**src/rtl/arpc_ram.sv**
```systemverilog
// Generic single-write, single-read RAM with registered read data.
`timescale 1ns / 1ps
`default_nettype none
module arpc_ram #(
  parameter int WIDTH = 8,
  parameter int DEPTH = 16
) (
  input  wire logic                     clk,
  input  wire logic                     wr_en,
  input  wire logic [$clog2(DEPTH)-1:0] wr_addr,
  input  wire logic [WIDTH-1:0]         wr_data,
  input  wire logic                     rd_en,
  input  wire logic [$clog2(DEPTH)-1:0] rd_addr,
  output logic      [WIDTH-1:0]         rd_data
);

  logic [WIDTH-1:0] mem [DEPTH];

  always_ff @(posedge clk) begin
    if (wr_en) begin
      mem[wr_addr] <= wr_data;
    end
    if (rd_en) begin
      rd_data <= mem[rd_addr];
    end
  end

endmodule
`default_nettype wire

```
**config.mk**
```make
export PLATFORM = sky130hd
export DESIGN_NAME = arpc_ram
export DESIGN_NICKNAME = d
export VERILOG_FILES = /design/src/rtl/arpc_ram.sv
export SDC_FILE = /design/constraint.sdc
export NUM_CORES = 1
export LEC_CHECK = 0
export ABC_AREA = 1
export BUFFER_PORTS_ARGS = -buffer_cell sky130_fd_sc_hd__buf_2
export CAP_MARGIN = 20
export CORE_MARGIN = 1.5
export CORE_UTILIZATION = 65
export DETAILED_ROUTE_END_ITERATION = 10
export HOLD_SLACK_MARGIN = 0.08
export MAX_ROUTING_LAYER = met4
export PLACE_DENSITY = 0.83
export SETUP_SLACK_MARGIN = 0.15
export SLEW_MARGIN = 25
export SYNTH_ARGS = -nofsm -noshare
export SYNTH_HDL_FRONTEND = slang
export SYNTH_SLANG_ARGS = --single-unit
```
**constraint.sdc**
```tcl
create_clock -name clk -period 1.8 [get_ports clk]
set_input_delay 0.09 -clock clk [delete_from_list [all_inputs] [get_ports clk]]
set_output_delay 0.09 -clock clk [all_outputs]
set_load 0.03 [all_outputs]
```
==> results.md <==
* Top-level port count at 27
* Area overhead of the layout relative to synthesis at 16.6%
* Number of nets in the layout at roughly 620
* Largest driver fanout on the critical path at 1
* 1st-iter DRT viols at approximately 600
* Met3 wire len at between 1000 and 1500 um
* TritonCTS clock tree: built
* Startpoint-to-endpoint class of the critical path: flip-flop to flip-flop
* Total of max-cap violations at 0
* Initial Utilization at between 60% and 70%
* Combinational cell fraction of total power at between 6 and 7%
* Final clock skew at approximately 0.0045 ns
* YS warnings at 0
* Post-route antenna net violation count at 0
* Max Clock Freq at a little over 800 MHz
* Maximum number of pins on one net before global-route repair at 65
* Highest-count cells in the layout ignoring fill and taps: nand2_1, edfxtp_1, inv_1
* Core region area at a little under 9000 sq um
* Post-synthesis compound-gate area fraction at 0%
* Met2 layer wire length in the routed design at between 6000 and 7000 um
* Unrepaired setup endpoints after global routing: no
* Number of antenna violations at the first check in global routing at 0
* Root buffer cell: clkbuf_8
* Post-Syn Nets at 570
* Tightest Hold Check Type: primary input to flip-flop
* Overall fraction of global-route tracks in use at 31.3%
* Final RePlAce weighted congestion at around 0.9
* Count of buffers from port buffering at 26
* Routed met1 length at approximately 5200 um
* Final hold violation count at 0
* Result of the run: finished clean
* Peak VDD IR at approximately 800 uV
* Finish-stage setup viols at 0
* Diodes inserted at 0
* Post-Route WL at roughly 13000 um
* Vias after detailed routing at around 4100
* Final period utilization at between 60% and 70%
* Gate count after technology mapping at 551
* XOR/XNOR Fraction of Synth Area at 0%
* Die outline height at 97.8 um
* Floorplan die area at around 9600 sq um
* Shortest period the worst path allows at around 1.2 ns
* Total power density per cell area at 1130 nW/um^2
* Top layer in use: met4
* Minimum hold slack at between 0.15 and 0.2 ns
* Cell-internal power at ~0.0061 W
* Global-route wire length before repair at about 21000 um
* Synthesis-stage register bit count at between 100 and 150
* Die span in x at roughly 98 um
* Leak at around 3.0 nW
* Adder-cell share of the synthesized area at 0%
* Detailed placement HPWL at 7670 um
* Post-synthesis share of cell area spent on and, or, nand and nor gates at 20.8%
* Syn Std Cell Area at about 5800 sq um
* Worst endpoint data arrival time at 1.51 ns
* Number of H-tree levels at 4
* Combinational family with the most area after synthesis: simple AND/OR/NAND/NOR gates
* Switching Fraction at 21.2%
* Clock group share of total power at between 40% and 50%
* Buffer levels on the longest clock path at 2
* Netlist cell types at 11
* Total net switching power at 0.00163 W
* Total global routing overflow at 0
* CP required at approximately 2.1 ns
* Fraction of final layout cells sized beyond drive strength 1 at about an eighth
* Startpoint Class: flip-flop
* Slew HR at a little over half
* Detailed Routing Iterations Pass 1 at 6
* Cts repair resizes at 0
* Clock insertion delay at the later pin of the skew report at ~0.53 ns
* Total DRC errors in the routed layout at 0
* TritonCTS sink count at between 100 and 150
* Commonest non-fill, non-tap cell in the layout: nand2_1
* TritonCTS buffer count at 17
* Number of global-route vias before repair at roughly 4100
* Sequential element share of the synthesized area at between 60% and 70%
* CTS clk-pin slew, worst paths at around 0.060 ns
* Post-layout util at 78.2%
* DR WL/cell at about 19 um
* Share of cell area taken by muxes after synthesis at 0%
* Portion of total power attributed to sequential cells at between 40% and 50%
* Detailed-route vias per instance at between 5 and 6
* Mapped Avg Cell Area at 10.6 sq um
* Final total negative setup slack at 0 ns
* Slew @ Worst Pin at around 0.69 ns
* Num rows at 34
* Final slew viol count at 0
* Critical path endpoint category: flip-flop
==> logic make-up after synthesis <==
| logic type | Yosys count |
|---|---|
| buffers and inverters | 126 |
| flip-flops | 136 |
| AND/OR/NAND/NOR | 289 |
==> cells in the mapped netlist <==
cell type | instances | share of area (%)
nand2_1 | 173 | 11
buf_1 | 1 | 0.064
buf_4 | 4 | 0.51
inv_2 | 2 | 0.13
edfxtp_1 | 136 | 70
buf_6 | 6 | 1.2
nor2_1 | 17 | 1.1
buf_2 | 13 | 1.1
nand3b_1 | 2 | 0.26
nand3_1 | 97 | 8.3
inv_1 | 100 | 6.4
==> layer usage <==
metal,global-route usage (%),up-vias
li1,-,1876
met1,41.6,1919
met2,47.9,291
met3,6.01,42
met4,13.3,0
met5,-,-
==> power groups by stage <==
stage,Clock (W),Combinational (W),Sequential [W]
3_3_place_gp,0,0.000427,0.00365
3_5_place_dp,0,0.000440,0.00365
6_report,0.00364,0.000475,0.00359
2_1_floorplan,0,0.000250,0.00368
5_1_grt,0.00379,0.000517,0.00360
4_1_cts,0.00366,0.000468,0.00359
==> timing repair <==
action	in CTS	in global routing
buffers inserted	0	0
endpoints found under the hold margin	141	0
endpoints found under the setup margin	0	0
hold buffers	10	0
==> flip-flops by register name, indices dropped and copies added (netlist names) <==
name	flops
mem	128
rd_data	8
==> stage by stage <==
stage	instance area, sq um	total power [W]	setup WS (ns)	std cells
2_1_floorplan	5850	0.00393	0.759	551
3_3_place_gp	6100	0.00408	0.392	678
3_5_place_dp	6100	0.00409	0.329	678
4_1_cts	6820	0.00772	0.551	718
5_1_grt	6820	0.00790	0.535	718
6_report	6820	0.00770	0.564	718
==> cell type report <==
class                      instances  area [sq um]
multi-input combinational        289          1210
sequential                       136          4080
inverter                         102           383
fill                             494          1900
clock buffer                      17           414
tap                              108           135
clock inverter                    13           205
timing repair buffer              53           383
==> worst paths after layout <==
| path | cells after the start | endpoint | startpoint | slack (ns) |
|---|---|---|---|---|
| max reg2reg | 6 | rd_data[4] | mem[13][4] | 0.56 |
| min | 3 | mem[12][4] | wr_addr[2] | 0.18 |
| min reg2reg | 6 | rd_data[5] | mem[3][5] | 0.76 |
| max | 6 | rd_data[4] | mem[13][4] | 0.56 |
==> worst max-delay path, cell delays in order (launching register included) <==
cell,delay (ns)
edfxtp_1,0.36
inv_1,0.07
nand2_1,0.06
nand3_1,0.10
nand3_1,0.16
nand3_1,0.16
nand2_1,0.08
Power figures use the tool's default switching activity.
